==> src/assert_macros.svh <==
// ----------------------------------------------------------------------------
// assert_macros.svh
// shared concurrent assertion macros for the alu executor rtl
// ----------------------------------------------------------------------------
`ifndef ASSERT_MACROS_SVH
`define ASSERT_MACROS_SVH

// implication checked every clock, masked while reset is asserted
`define RVALU_ASSERT(lbl, prop, msg) \
    lbl: assert property (@(posedge i_clk) disable iff (!i_rst_n) prop) \
        else $error(msg);

// consequent checked in the cycle after the antecedent
`define RVALU_ASSERT_NEXT(lbl, ante, cons, msg) \
    lbl: assert property (@(posedge i_clk) disable iff (!i_rst_n) (ante) |=> (cons)) \
        else $error(msg);

`endif

==> src/rvalu_pkg.sv <==
// ----------------------------------------------------------------------------
// rvalu_pkg
// shared types and constants of the rv32i alu executor
// ----------------------------------------------------------------------------
package rvalu_pkg;

    localparam int XLEN        = 32;
    localparam int NUM_REGS    = 32;
    localparam int RIDX_W      = 5;

    // decoupling queue between decode and execute
    localparam int QUEUE_DEPTH = 4;
    localparam int QPTR_W      = $clog2(QUEUE_DEPTH);
    localparam int QCNT_W      = $clog2(QUEUE_DEPTH + 1);

    // major opcodes and funct7 patterns
    localparam logic [6:0] OPC_OP     = 7'h33;
    localparam logic [6:0] OPC_OP_IMM = 7'h13;
    localparam logic [1:0] OPC_LEN32  = 2'b11;
    localparam logic [6:0] F7_ZERO    = 7'h00;
    localparam logic [6:0] F7_ALT     = 7'h20;

    // funct3 codes
    localparam logic [2:0] F3_ADD  = 3'd0;
    localparam logic [2:0] F3_SLL  = 3'd1;
    localparam logic [2:0] F3_SLT  = 3'd2;
    localparam logic [2:0] F3_SLTU = 3'd3;
    localparam logic [2:0] F3_XOR  = 3'd4;
    localparam logic [2:0] F3_SR   = 3'd5;
    localparam logic [2:0] F3_OR   = 3'd6;
    localparam logic [2:0] F3_AND  = 3'd7;

    typedef logic [1:0] t_status;
    localparam t_status ST_OK       = 2'd0;
    localparam t_status ST_BAD_LEN  = 2'd1;
    localparam t_status ST_NO_MATCH = 2'd2;

    typedef logic [3:0] t_alu_op;
    localparam t_alu_op ALU_ADD  = 4'd0;
    localparam t_alu_op ALU_SUB  = 4'd1;
    localparam t_alu_op ALU_SLL  = 4'd2;
    localparam t_alu_op ALU_SLT  = 4'd3;
    localparam t_alu_op ALU_SLTU = 4'd4;
    localparam t_alu_op ALU_XOR  = 4'd5;
    localparam t_alu_op ALU_SRL  = 4'd6;
    localparam t_alu_op ALU_SRA  = 4'd7;
    localparam t_alu_op ALU_OR   = 4'd8;
    localparam t_alu_op ALU_AND  = 4'd9;

    // decoded instruction as it travels from decode to execute
    typedef struct packed {
        t_status           status;
        logic [RIDX_W-1:0] rd;
        logic [RIDX_W-1:0] rs1;
        logic [RIDX_W-1:0] rs2;
        t_alu_op           op;
        logic              use_imm;
        logic [XLEN-1:0]   imm;
    } t_uop;

endpackage

==> src/rv32i_integer_alu_executor_unit.sv <==
// ----------------------------------------------------------------------------
// rv32i_integer_alu_executor_unit
// rv32i op / op-imm executor with its own 32 x 32 register file
// ----------------------------------------------------------------------------
// usage
//   slave channel takes one raw 32-bit instruction word per transaction
//   master channel returns one result transaction per instruction, in order
//   result tuser carries the status: executed, not a 32-bit encoding, or
//   no matching alu instruction; tdata carries rd, the written value and
//   the wrote flag
// pipeline and throughput
//   one instruction per clock while the receiver keeps tready high; a result
//   is presented once its instruction has passed the queue write, then
//   register read plus alu, then the output register
//   back-to-back dependent instructions run at full rate: the value being
//   written back is forwarded into the register read of the next one
// reset
//   i_rst_n low for one clock empties the queue and pipeline and marks every
//   register as zero; no memory sweep is needed, and instructions are taken
//   as soon as reset is released
// stall
//   when the receiver holds tready low the output register keeps its result,
//   the pipeline freezes and up to four instructions still collect in the
//   queue before the slave side drops tready
// ----------------------------------------------------------------------------
module rv32i_integer_alu_executor_unit
    import rvalu_pkg::*;
(
    input  logic        i_clk,
    input  logic        i_rst_n,
    // instruction channel
    input  logic        i_s_tvalid,
    output logic        o_s_tready,
    input  logic [31:0] i_s_tdata,   // [31:0] instruction_word
    // result channel
    output logic        o_m_tvalid,
    input  logic        i_m_tready,
    output logic [39:0] o_m_tdata,   // [4:0] dest_reg, [36:5] write_value, [37] wrote, zero pad
    output logic [1:0]  o_m_tuser    // [1:0] status
);

    t_uop              dec_uop;
    t_uop              head_uop;
    logic              q_full;
    logic              q_vld;
    logic              q_pop;
    logic              push;
    t_status           res_status;
    logic [RIDX_W-1:0] res_rd;
    logic [XLEN-1:0]   res_value;
    logic              res_wrote;

    // front: decode straight into the queue
    rvalu_decode u_decode (
        .i_instr (i_s_tdata),
        .o_uop   (dec_uop)
    );

    // no transaction is taken while reset is held
    assign o_s_tready = i_rst_n && !q_full;
    assign push       = i_s_tvalid && o_s_tready;

    rvalu_fifo u_queue (
        .i_clk   (i_clk),
        .i_rst_n (i_rst_n),
        .i_push  (push),
        .i_uop   (dec_uop),
        .o_full  (q_full),
        .i_pop   (q_pop),
        .o_vld   (q_vld),
        .o_uop   (head_uop)
    );

    // back: register read, execute, writeback, result register
    rvalu_exec u_exec (
        .i_clk      (i_clk),
        .i_rst_n    (i_rst_n),
        .i_head_vld (q_vld),
        .i_head     (head_uop),
        .o_pop      (q_pop),
        .o_out_vld  (o_m_tvalid),
        .i_out_rdy  (i_m_tready),
        .o_status   (res_status),
        .o_rd       (res_rd),
        .o_value    (res_value),
        .o_wrote    (res_wrote)
    );

    assign o_m_tdata = {2'b00, res_wrote, res_value, res_rd};
    assign o_m_tuser = res_status;

endmodule

==> src/rvalu_ram.sv <==
// ----------------------------------------------------------------------------
// rvalu_ram
// generic ram, one write port and two registered read ports
// ----------------------------------------------------------------------------
module rvalu_ram #(
    parameter int WIDTH = 32,
    parameter int DEPTH = 32
) (
    input  logic                     i_clk,
    input  logic                     i_we,
    input  logic [$clog2(DEPTH)-1:0] i_waddr,
    input  logic [WIDTH-1:0]         i_wdata,
    input  logic                     i_re,
    input  logic [$clog2(DEPTH)-1:0] i_raddr_a,
    input  logic [$clog2(DEPTH)-1:0] i_raddr_b,
    output logic [WIDTH-1:0]         o_rdata_a,
    output logic [WIDTH-1:0]         o_rdata_b
);

    logic [WIDTH-1:0] r_mem [DEPTH];
    logic [WIDTH-1:0] r_rdata_a;
    logic [WIDTH-1:0] r_rdata_b;

    always_ff @(posedge i_clk) begin
        if (i_we) begin
            r_mem[i_waddr] <= i_wdata;
        end
        if (i_re) begin
            r_rdata_a <= r_mem[i_raddr_a];
            r_rdata_b <= r_mem[i_raddr_b];
        end
    end

    assign o_rdata_a = r_rdata_a;
    assign o_rdata_b = r_rdata_b;

endmodule

==> src/rvalu_decode.sv <==
// ----------------------------------------------------------------------------
// rvalu_decode
// front end: classifies an instruction word into a decoded alu operation
// ----------------------------------------------------------------------------
module rvalu_decode
    import rvalu_pkg::*;
(
    input  logic [XLEN-1:0] i_instr,
    output t_uop            o_uop
);

    logic [6:0] opc;
    logic [2:0] f3;
    logic [6:0] f7;

    assign opc = i_instr[6:0];
    assign f3  = i_instr[14:12];
    assign f7  = i_instr[31:25];

    always_comb begin
        o_uop.status  = ST_OK;
        o_uop.rd      = i_instr[11:7];
        o_uop.rs1     = i_instr[19:15];
        o_uop.rs2     = i_instr[24:20];
        o_uop.op      = ALU_ADD;
        o_uop.use_imm = 1'b0;
        o_uop.imm     = {{(XLEN-12){i_instr[31]}}, i_instr[31:20]};

        if (opc[1:0] != OPC_LEN32) begin
            o_uop.status = ST_BAD_LEN;
            o_uop.rd     = '0;
        end else if (opc == OPC_OP) begin
            case (f3)
                F3_ADD: begin
                    if (f7 == F7_ZERO)      o_uop.op = ALU_ADD;
                    else if (f7 == F7_ALT)  o_uop.op = ALU_SUB;
                    else                    o_uop.status = ST_NO_MATCH;
                end
                F3_SR: begin
                    if (f7 == F7_ZERO)      o_uop.op = ALU_SRL;
                    else if (f7 == F7_ALT)  o_uop.op = ALU_SRA;
                    else                    o_uop.status = ST_NO_MATCH;
                end
                F3_SLL:  o_uop.op = ALU_SLL;
                F3_SLT:  o_uop.op = ALU_SLT;
                F3_SLTU: o_uop.op = ALU_SLTU;
                F3_XOR:  o_uop.op = ALU_XOR;
                F3_OR:   o_uop.op = ALU_OR;
                default: o_uop.op = ALU_AND;
            endcase
            // all but add/sub and the right shifts need funct7 zero
            if (f3 inside {F3_SLL, F3_SLT, F3_SLTU, F3_XOR, F3_OR, F3_AND} &&
                f7 != F7_ZERO) begin
                o_uop.status = ST_NO_MATCH;
            end
        end else if (opc == OPC_OP_IMM) begin
            o_uop.use_imm = 1'b1;
            case (f3)
                F3_ADD:  o_uop.op = ALU_ADD;
                F3_SLT:  o_uop.op = ALU_SLT;
                F3_SLTU: o_uop.op = ALU_SLTU;
                F3_XOR:  o_uop.op = ALU_XOR;
                F3_OR:   o_uop.op = ALU_OR;
                F3_AND:  o_uop.op = ALU_AND;
                F3_SLL: begin
                    o_uop.op = ALU_SLL;
                    if (f7 != F7_ZERO) o_uop.status = ST_NO_MATCH;
                end
                default: begin
                    if (f7 == F7_ZERO)      o_uop.op = ALU_SRL;
                    else if (f7 == F7_ALT)  o_uop.op = ALU_SRA;
                    else                    o_uop.status = ST_NO_MATCH;
                end
            endcase
        end else begin
            o_uop.status = ST_NO_MATCH;
        end
    end

endmodule

==> src/rvalu_fifo.sv <==
// ----------------------------------------------------------------------------
// rvalu_fifo
// short queue of decoded operations between decode and execute
// ----------------------------------------------------------------------------
`include "assert_macros.svh"

module rvalu_fifo
    import rvalu_pkg::*;
(
    input  logic i_clk,
    input  logic i_rst_n,
    input  logic i_push,
    input  t_uop i_uop,
    output logic o_full,
    input  logic i_pop,
    output logic o_vld,
    output t_uop o_uop
);

    t_uop              r_mem [QUEUE_DEPTH];
    logic [QPTR_W-1:0] r_wptr;
    logic [QPTR_W-1:0] r_rptr;
    logic [QCNT_W-1:0] r_count;
    logic [QCNT_W-1:0] n_count;

    always_comb begin
        n_count = r_count;
        if (i_push && !i_pop)      n_count = r_count + 1'b1;
        else if (!i_push && i_pop) n_count = r_count - 1'b1;
    end

    always_ff @(posedge i_clk) begin
        if (!i_rst_n) begin
            r_wptr  <= '0;
            r_rptr  <= '0;
            r_count <= '0;
        end else begin
            if (i_push) r_wptr <= r_wptr + 1'b1;
            if (i_pop)  r_rptr <= r_rptr + 1'b1;
            r_count <= n_count;
        end
    end

    always_ff @(posedge i_clk) begin
        if (i_push) begin
            r_mem[r_wptr] <= i_uop;
        end
    end

    assign o_full = (r_count == QCNT_W'(QUEUE_DEPTH));
    assign o_vld  = (r_count != '0);
    assign o_uop  = r_mem[r_rptr];

    `RVALU_ASSERT(a_q_bounded, r_count <= QCNT_W'(QUEUE_DEPTH), "queue count over depth")
    `RVALU_ASSERT(a_q_no_underflow, i_pop |-> (r_count != '0), "pop from empty queue")

endmodule

==> src/rvalu_exec.sv <==
// ----------------------------------------------------------------------------
// rvalu_exec
// back end: register read, alu, writeback and output register
// ----------------------------------------------------------------------------
`include "assert_macros.svh"

module rvalu_exec
    import rvalu_pkg::*;
(
    input  logic                i_clk,
    input  logic                i_rst_n,
    input  logic                i_head_vld,
    input  t_uop                i_head,
    output logic                o_pop,
    output logic                o_out_vld,
    input  logic                i_out_rdy,
    output t_status             o_status,
    output logic [RIDX_W-1:0]   o_rd,
    output logic [XLEN-1:0]     o_value,
    output logic                o_wrote
);

    // execute stage
    logic                r_ex_vld;
    t_uop                r_ex;
    logic                r_ovr1;
    logic                r_ovr2;
    logic [XLEN-1:0]     r_ovr_val1;
    logic [XLEN-1:0]     r_ovr_val2;
    logic [NUM_REGS-1:0] r_valid;

    // output stage
    logic                r_out_vld;
    t_status             r_out_status;
    logic [RIDX_W-1:0]   r_out_rd;
    logic [XLEN-1:0]     r_out_value;
    logic                r_out_wrote;

    logic                rd_go;
    logic                ex_go;
    logic                wr_en;
    logic [RIDX_W-1:0]   wr_addr;
    logic [XLEN-1:0]     alu_res;
    logic [XLEN-1:0]     ram_q1;
    logic [XLEN-1:0]     ram_q2;
    logic [XLEN-1:0]     opa;
    logic [XLEN-1:0]     opb;
    logic [XLEN-1:0]     rs2_val;
    logic                n_ovr1;
    logic                n_ovr2;
    logic [XLEN-1:0]     n_ovr_val1;
    logic [XLEN-1:0]     n_ovr_val2;

    assign ex_go = r_ex_vld && (!r_out_vld || i_out_rdy);
    assign rd_go = i_head_vld && (!r_ex_vld || ex_go);
    assign o_pop = rd_go;

    assign wr_en   = ex_go && (r_ex.status == ST_OK) && (r_ex.rd != '0);
    assign wr_addr = r_ex.rd;

    rvalu_ram #(
        .WIDTH (XLEN),
        .DEPTH (NUM_REGS)
    ) u_regs (
        .i_clk     (i_clk),
        .i_we      (wr_en),
        .i_waddr   (wr_addr),
        .i_wdata   (alu_res),
        .i_re      (rd_go),
        .i_raddr_a (i_head.rs1),
        .i_raddr_b (i_head.rs2),
        .o_rdata_a (ram_q1),
        .o_rdata_b (ram_q2)
    );

    // same-cycle writeback forwarding, x0 and never-written entries read zero
    always_comb begin
        n_ovr1     = 1'b0;
        n_ovr_val1 = '0;
        if (wr_en && wr_addr == i_head.rs1) begin
            n_ovr1     = 1'b1;
            n_ovr_val1 = alu_res;
        end else if (i_head.rs1 == '0 || !r_valid[i_head.rs1]) begin
            n_ovr1     = 1'b1;
        end
        n_ovr2     = 1'b0;
        n_ovr_val2 = '0;
        if (wr_en && wr_addr == i_head.rs2) begin
            n_ovr2     = 1'b1;
            n_ovr_val2 = alu_res;
        end else if (i_head.rs2 == '0 || !r_valid[i_head.rs2]) begin
            n_ovr2     = 1'b1;
        end
    end

    assign opa     = r_ovr1 ? r_ovr_val1 : ram_q1;
    assign rs2_val = r_ovr2 ? r_ovr_val2 : ram_q2;
    assign opb     = r_ex.use_imm ? r_ex.imm : rs2_val;

    always_comb begin
        case (r_ex.op)
            ALU_ADD:  alu_res = opa + opb;
            ALU_SUB:  alu_res = opa - opb;
            ALU_SLL:  alu_res = opa << opb[4:0];
            ALU_SLT:  alu_res = {{(XLEN-1){1'b0}}, $signed(opa) < $signed(opb)};
            ALU_SLTU: alu_res = {{(XLEN-1){1'b0}}, opa < opb};
            ALU_XOR:  alu_res = opa ^ opb;
            ALU_SRL:  alu_res = opa >> opb[4:0];
            ALU_SRA:  alu_res = XLEN'($signed(opa) >>> opb[4:0]);
            ALU_OR:   alu_res = opa | opb;
            ALU_AND:  alu_res = opa & opb;
            default:  alu_res = '0;
        endcase
    end

    always_ff @(posedge i_clk) begin
        if (!i_rst_n) begin
            r_ex_vld  <= 1'b0;
            r_out_vld <= 1'b0;
            r_valid   <= '0;
        end else begin
            if (rd_go)      r_ex_vld <= 1'b1;
            else if (ex_go) r_ex_vld <= 1'b0;
            if (ex_go)          r_out_vld <= 1'b1;
            else if (i_out_rdy) r_out_vld <= 1'b0;
            if (wr_en) r_valid[wr_addr] <= 1'b1;
        end
    end

    always_ff @(posedge i_clk) begin
        if (rd_go) begin
            r_ex       <= i_head;
            r_ovr1     <= n_ovr1;
            r_ovr2     <= n_ovr2;
            r_ovr_val1 <= n_ovr_val1;
            r_ovr_val2 <= n_ovr_val2;
        end
        if (ex_go) begin
            r_out_status <= r_ex.status;
            r_out_rd     <= r_ex.rd;
            r_out_value  <= (r_ex.status == ST_OK) ? alu_res : '0;
            r_out_wrote  <= wr_en;
        end
    end

    assign o_out_vld = r_out_vld;
    assign o_status  = r_out_status;
    assign o_rd      = r_out_rd;
    assign o_value   = r_out_value;
    assign o_wrote   = r_out_wrote;

    `RVALU_ASSERT(a_wr_on_retire, wr_en |-> (ex_go && wr_addr != '0), "write outside retire")
    `RVALU_ASSERT_NEXT(a_wr_sets_valid, wr_en, r_valid[$past(wr_addr)], "valid bit not set")
    `RVALU_ASSERT_NEXT(a_retire_to_out, ex_go, r_out_vld, "retired op lost")

endmodule

==> config.mk <==
export PLATFORM = sky130hd
export DESIGN_NAME = rv32i_integer_alu_executor_unit
export DESIGN_NICKNAME = d
export VERILOG_FILES = /design/src/rvalu_pkg.sv /design/src/rv32i_integer_alu_executor_unit.sv /design/src/rvalu_ram.sv /design/src/rvalu_decode.sv /design/src/rvalu_fifo.sv /design/src/rvalu_exec.sv
export VERILOG_INCLUDE_DIRS = /design/src /design/src/src
export SDC_FILE = /design/constraint.sdc
export NUM_CORES = 2
export LEC_CHECK = 0
export BUFFER_PORTS_ARGS = -buffer_cell sky130_fd_sc_hd__buf_2
export CORE_MARGIN = 4
export CORE_UTILIZATION = 45
export DETAILED_ROUTE_END_ITERATION = 8
export HOLD_SLACK_MARGIN = 0.03
export PLACE_DENSITY = 0.58
export SYNTH_ARGS = -nofsm -noshare
export SYNTH_HDL_FRONTEND = slang
export SYNTH_SLANG_ARGS = --single-unit
==> constraint.sdc <==
create_clock -name i_clk -period 13.8 [get_ports i_clk]
set_input_delay 1.38 -clock i_clk [delete_from_list [all_inputs] [get_ports i_clk]]
set_output_delay 1.38 -clock i_clk [all_outputs]
set_load 0.005 [all_outputs]
Word-level counts from Yosys, hierarchy flattened
Memories as Yosys holds them, arrays and structs flattened. A register that Yosys moved wholly into a read port is not among the register bits. Cells that the tools add are included.

Register bits after elaboration: 191. Bits in writable memories: 1240. Input port bits: 36. Output and inout port bits: 44. Logic and storage cells: 145. Memories: 2.

Memory list: u_exec.u_regs.r_mem (words 32, bits a word 32, rd ports 2, clocked after Yosys merged registers in 2, write ports 1, RTL line rvalu_ram.sv:20) `logic [WIDTH-1:0] r_mem [DEPTH];`; u_queue.r_mem (words 4, bits a word 54, rd ports 1, clocked after Yosys merged registers in 1, write ports 1, RTL line rvalu_fifo.sv:20) `t_uop r_mem [QUEUE_DEPTH];`.

Add/subtract/negate cells: 6. $lt $le $gt $ge: 6. Eq/ne operators: 23. Shift operators: 3. Mux-type cells: 44. Bitwise gates (word level): 4. Reductions and logical operators: 38.

Operators with widths (count): one-hot mux 32 bit (10 select lines) (1); 2-to-1 mux 32 bit (3); < comparator 32 bit (2); bitwise OR 32 bit (2); one-hot mux 4 bit (7 select lines) (2); adder 32 bit (1); AND 32 bit (1); left shift 32 x 5 -> 32 bit (1); >> shifter 32 x 5 -> 32 bit (1); >>> shifter 32 x 5 -> 32 bit (1); subtractor 32 bit (1); XOR 32 bit (1); 2-to-1 mux 2 bit (10); < comparator 5 x 6 -> 1 bit (second input constant) (3); equality test 4 x 3 -> 1 bit (second input constant) (4); equality test 3 bit (second input constant) (5); 2-to-1 mux 1 bit (15); 2-to-1 mux 5 bit (3); equality test 7 x 6 -> 1 bit (second input constant) (2); logical AND 1 bit (12); 2-to-1 mux 4 bit (3); binary-select mux 1 bit (select 5 bit) (2); equality test 5 bit (2); logical NOT 5 bit (2); other kinds (27) (44).

Depth between registers and ports, before layout
Depth after elaboration: 8. Depth in mapped cells: 20. Gate-level depth less buffers: 15.

Cells and area by module
A second synthesis with hierarchy kept.

Cell total of the unflattened synthesis: 5815. Area total of the unflattened synthesis: 76545.9 um^2.

Modules (own cells, without submodules): rvalu_ram (times used 1, cells each 3450, area each 50712.4 um^2, sequential area each 32671.3 um^2); rvalu_exec (times used 1, cells each 1957, area each 16923.7 um^2, sequential area each 5165.0 um^2); rvalu_fifo (times used 1, cells each 325, area each 8305.5 um^2, sequential area each 6666.4 um^2); rvalu_decode (times used 1, cells each 77, area each 563.0 um^2, sequential area each 0.0 um^2); rv32i_integer_alu_executor_unit (times used 1, cells each 6, area each 41.3 um^2, sequential area each 0.0 um^2).

Worst setup path after synthesis
OpenSTA, ideal clock, no wires.

Path type: input to register. From: input i_m_tready. To: register u_queue.r_count[2]. Library setup time: 0.076 ns. Arrival: 10.534 ns. Data required time: 13.724 ns. Slack: 3.190 ns. Cell stages on the path: 9. Path buffers: 0. Path through: nor2b_1 > a21oi_1 > inv_1 > ha_1 > inv_1 > fa_1 > xor2_1 > or3_1 > a21boi_0.

Longest elaborated chain between the ends: 7. Elaborated cells on any way between the ends: 9. Those cells by class: mux (1); reduce/logical (8).

Ends and longest elaborated chain: start, declared (RTL line rv32i_integer_alu_executor_unit.sv:37) `input logic i_m_tready,`; logical OR 1 bit (*) (RTL line rvalu_exec.sv:54) `assign ex_go = r_ex_vld && (!r_out_vld || i_out_rdy);`; logical AND 1 bit (*) (RTL line rvalu_exec.sv:54); logical OR 1 bit (*) (RTL line rvalu_exec.sv:55) `assign rd_go = i_head_vld && (!r_ex_vld || ex_go);`; logical AND 1 bit (*) (RTL line rvalu_exec.sv:55); net q_pop (RTL line rv32i_integer_alu_executor_unit.sv:46) `logic q_pop;`; logical NOT 1 bit (RTL line rvalu_fifo.sv:28) `if (i_push && !i_pop) n_count = r_count + 1'b1;`; logical AND 1 bit (RTL line rvalu_fifo.sv:28); 2-to-1 mux 3 bit or nonzero test 2 bit (tied branches); end signal, assigned (RTL line rvalu_fifo.sv:40) `r_count <= n_count;`; end, declared (RTL line rvalu_fifo.sv:23) `logic [QCNT_W-1:0] r_count;`.

Mark *: on every way through the listed nets, which the timed path passes. The rest lies on a longest branch. A chain may end at the register's enable or synchronous reset.

Worst setup path in the final report
From: register u_exec.r_ex[32] in the netlist's numbering. To: memory u_exec.u_regs.r_mem[32][30] (netlist: u_exec.u_regs.r_mem[16][30]) (data pin).

Longest elaborated chain between the ends: 3. Elaborated cells on any way between the ends: 10. Those cells by class: add/sub (2); shift (3); mux (2); bitwise (3).

Ends and longest elaborated chain: start, declared (RTL line rvalu_exec.sv:25) `t_uop r_ex;`; start signal, assigned (RTL line rvalu_exec.sv:132) `r_ex <= i_head;`; 2-to-1 mux 32 bit (*) (RTL line rvalu_exec.sv:98) `assign opb = r_ex.use_imm ? r_ex.imm : rs2_val;`; subtractor 32 bit, or another cell as far along (RTL line rvalu_exec.sv:103) `ALU_SUB: alu_res = opa - opb;`; one-hot mux 32 bit (10 select lines) (*) (RTL line rvalu_exec.sv:101) `case (r_ex.op)`; net u_exec.alu_res[30] (RTL line rvalu_exec.sv:43) `logic [XLEN-1:0] alu_res;`; end, declared (RTL line rvalu_ram.sv:20).

Marked as above.

==> impl_results.md <==
- Reg-to-Reg Start: u_exec.r_ex[32]
- Outcome: completed
- Crit Path Category: flip-flop to flip-flop
- GRT overflow: 0
- Final setup violation count: 0
- Initial Utilization: 0.455
- Drt pass-1 iters: 6
- Yosys top cell by area: edfxtp_1
- Synth Cell Area: 70400 µm²
- Critical Path Start Type: flip-flop
- Core Area: between 150000 and 200000 µm²
- Cells on worst reg2reg path: 16
- Fraction of the yosys area taken by sequential cells: 0.581
- GPL Wtd Cong: approximately 1.0
- Setup TNS: 0 ns
- Multi-input gate area: between 20000 and 30000 µm²
- Unrepaired setup endpoints after global routing: no
- Port Buf Inserts: 77
- Slew headroom: 0.150
- Placed cells: approximately 6300
- Vias per cell: 6.72
- Buffers from clock root to sink, at most: 3
- # hold bufs at CTS: 0
- Top cells by count, synth: edfxtp_1, mux4_2, nor2_1, clkbuf_1, a21oi_1
- First-pass GRT wire length: 328000 µm
- Die height: approximately 400 µm
- # DRC: 0
- GRT Util Overall: 0.283
- Final period util: 0.491
- Mapped Cells: about 4400
- Layout area overhead: 10.9%
- Antenna Violating Nets Remaining: 0
- Min cycle time layout: roughly 6.8 ns
- Hold Crit Class: flip-flop to flip-flop
- DR WL/cell: roughly 35 µm
- Nets: about 4600
- Hold path startpoint: u_exec.r_ex[53]
- Yosys top cell area share: 0.569
- Actual slew at the worst max-slew pin: ~1.3 ns
- #FFs+latches synth: between 1000 and 1500
- Ports: 80
- Post-cts sizing count: 0
- WP data required: 14.06 ns
- Final Hold Vio Count: 0
- Post-CTS Setup Repair Bufs: 0
- Rows: 144
- Die ar.: approximately 160000 µm²
- DR iter-0 viols: ~5600
- Top cells by area, synth: edfxtp_1, mux4_2, mux2_2, mux2i_1, ha_1
- Critical path arrival: 7.04 ns
- Die Wd: roughly 400 µm
- Post-synthesis cell type count: 87
- Initial antenna violation count: 7
- CP max FO: 52
- Worst reg2reg setup slack: approximately 7 ns
- Vias: ~44000
- Clock latency at the later pin of the worst-skew pair: 0.80 ns
- Final cell count without fillers: around 6600
- Synth Flop Type: edfxtp_1
- Largest net degree at the start of global routing: around 150
- Post-synthesis async set-or-reset flop share: 0
- Slew Limit Fails: 0
- CTS Buf Count: around 150
- Number of sinks on the clock net: around 1400
- H-tree Lvls: 4
- Clock Skew: roughly 0.040 ns
- Vias in the first global route: about 44000
- Root buf cell: clkbuf_16
- Filler instances: 12672
- Ratio of cells with drive above 1 in the final layout: 0.283
- CTS tree: yes
- Final WL: about 230000 µm
- Yosys Warn Count: 0
- Top-count cell post-synth: edfxtp_1
- Avg Inst Size Synth: approximately 16 µm²
- Hold path endpoint: u_exec.o_status[1]
- Crit end category: flip-flop
- Maximum clock rate: around 150 MHz
- Reg area: slightly above 40000 µm²
- RR Endpoint: u_exec.u_regs.r_mem[16][30]
- Number of synthesized flops with an enable pin: approximately 1300
- Final HPWL DP: between 100000 and 150000 µm
- Clock slew at the register clock pins of the worst setup and hold paths: 0.06 ns
- Max-Cap Viols: 0
- WHS Path Cells: 0
## layer usage
layer | GRT usage | wire (µm)
met5 | 0 | 21
met1 | 0.409 | 96300
met4 | 0.0799 | 6670
met2 | 0.434 | 107000
met3 | 0.0626 | 22100
## metrics by stage
stage | instance area [µm²] | worst slack, ns | hold WS (ns) | utilization
2_1_floorplan | 70500 | 3.19 | 0.417 | -
3_3_place_gp | 73500 | 7.46 | 0.445 | 0.475
3_5_place_dp | 73500 | 7.32 | 0.445 | 0.475
4_1_cts | 78100 | 7.33 | 0.460 | 0.504
5_1_grt | 78100 | 6.93 | 0.468 | 0.504
6_report | 78100 | 7.02 | 0.455 | 0.504
## final cells by class
class	instances	area share
well taps	2044	0.0328
inverters	119	0.00575
flip-flops and latches	1376	0.524
clock buffers	181	0.0496
multi-input cells	2583	0.361
repair buffers	209	0.0188
diodes	2	0.0000641
clock inverters	85	0.00833
## state kept, by name, indices dropped and copies added (netlist names), 3 cells and up, named ones only
name,cells
u_exec.r_ovr_val1,32
u_exec.o_value,32
u_queue.r_count,3
u_exec.r_ovr_val2,32
u_exec.u_regs.r_mem,1024
u_exec.u_regs.o_rdata_a,32
u_queue.r_mem,116
u_exec.r_ex,19
u_exec.u_regs.o_rdata_b,32
u_exec.wr_addr,5
u_exec.o_rd,5
u_exec.r_valid,31
## worst max-delay path: stages, from the launching register on
cell and delay, ns:
edfxtp_1 0.32, buf_4 0.36, buf_4 0.58, nand2b_1 0.57, o21ai_4 0.22, inv_4 0.24, ha_1 0.32, fa_1 0.48
nor2b_1 0.21, o31ai_1 0.20, a211o_1 0.35, nand2_1 0.22, a21oi_1 0.25, o21ai_1 0.26, a21oi_1 0.09, o32ai_1 0.69
nand2_1 0.82
## placed cells by master (no fill, tap or decap), types with 12 or more instances in the layout
| cell type | Yosys | final |
|---|---|---|
| o21ai_0 | 172 | 172 |
| nor4_1 | 15 | 13 |
| o22ai_1 | 19 | 19 |
| or3_1 | 13 | 13 |
| inv_1 | 112 | 112 |
| mux2i_1 | 155 | 155 |
| nand3_1 | 52 | 50 |
| clkbuf_1 | 202 | 31 |
| a31oi_1 | 20 | 20 |
| nor2b_1 | 40 | 39 |
| conb_1 | 1 | 34 |
| nor3_1 | 41 | 37 |
| buf_2 | 67 | 77 |
| nand2_1 | 163 | 163 |
| clkinv_1 | 2 | 32 |
| a21oi_1 | 174 | 173 |
| a221o_1 | 12 | 12 |
| o21a_1 | 54 | 52 |
| nand2b_1 | 15 | 15 |
| ha_1 | 102 | 102 |
| o211ai_1 | 119 | 119 |
| mux2_2 | 152 | 152 |
| mux4_2 | 639 | 629 |
| nor2_4 | 0 | 29 |
| clkinv_2 | 0 | 31 |
| nor2_1 | 246 | 217 |
| a221oi_1 | 14 | 14 |
| o21ai_1 | 17 | 17 |
| clkbuf_16 | 0 | 150 |
| o31ai_1 | 19 | 18 |
| a211oi_1 | 27 | 27 |
| and3_1 | 20 | 20 |
| o221ai_1 | 16 | 16 |
| a21o_1 | 22 | 22 |
| dfxtp_1 | 42 | 41 |
| buf_4 | 4 | 125 |
| edfxtp_1 | 1334 | 1334 |
## kinds of logic (layout without fill, tap and decap cells)
family	after synthesis	count (layout)	share of synthesized area
and+or+nand+nor	663	663	0.0435
muxes	951	951	0.252
xor gates and xnor gates	21	21	0.00261
adders and majority gates	105	105	0.0190
AOI/OAI and AO/OA	809	809	0.0762
other	1	36	0.0000533
buffers and inverters	456	594	0.0261
DFF	1376	1376	0.581
## how the worst max path moves through the flow
stage                    start                           to  slack [ns]  depth (start not counted)
6_report       u_exec.r_ex[32]  u_exec.u_regs.r_mem[16][30]        7.02                         16
5_1_grt        u_exec.r_ex[32]  u_exec.u_regs.r_mem[18][30]        6.93                         16
4_1_cts        u_exec.r_ex[32]  u_exec.u_regs.r_mem[21][30]        7.33                         16
3_5_place_dp   u_exec.r_ex[32]  u_exec.u_regs.r_mem[17][30]        7.32                         16
3_3_place_gp   u_exec.r_ex[32]  u_exec.u_regs.r_mem[17][30]        7.46                         16
2_1_floorplan       i_m_tready           u_queue.r_count[2]        3.19                          9
Power is left out: the tool's default activity adds up to more than one toggle a clock period on the data nets, which glitch-free logic cannot reach.
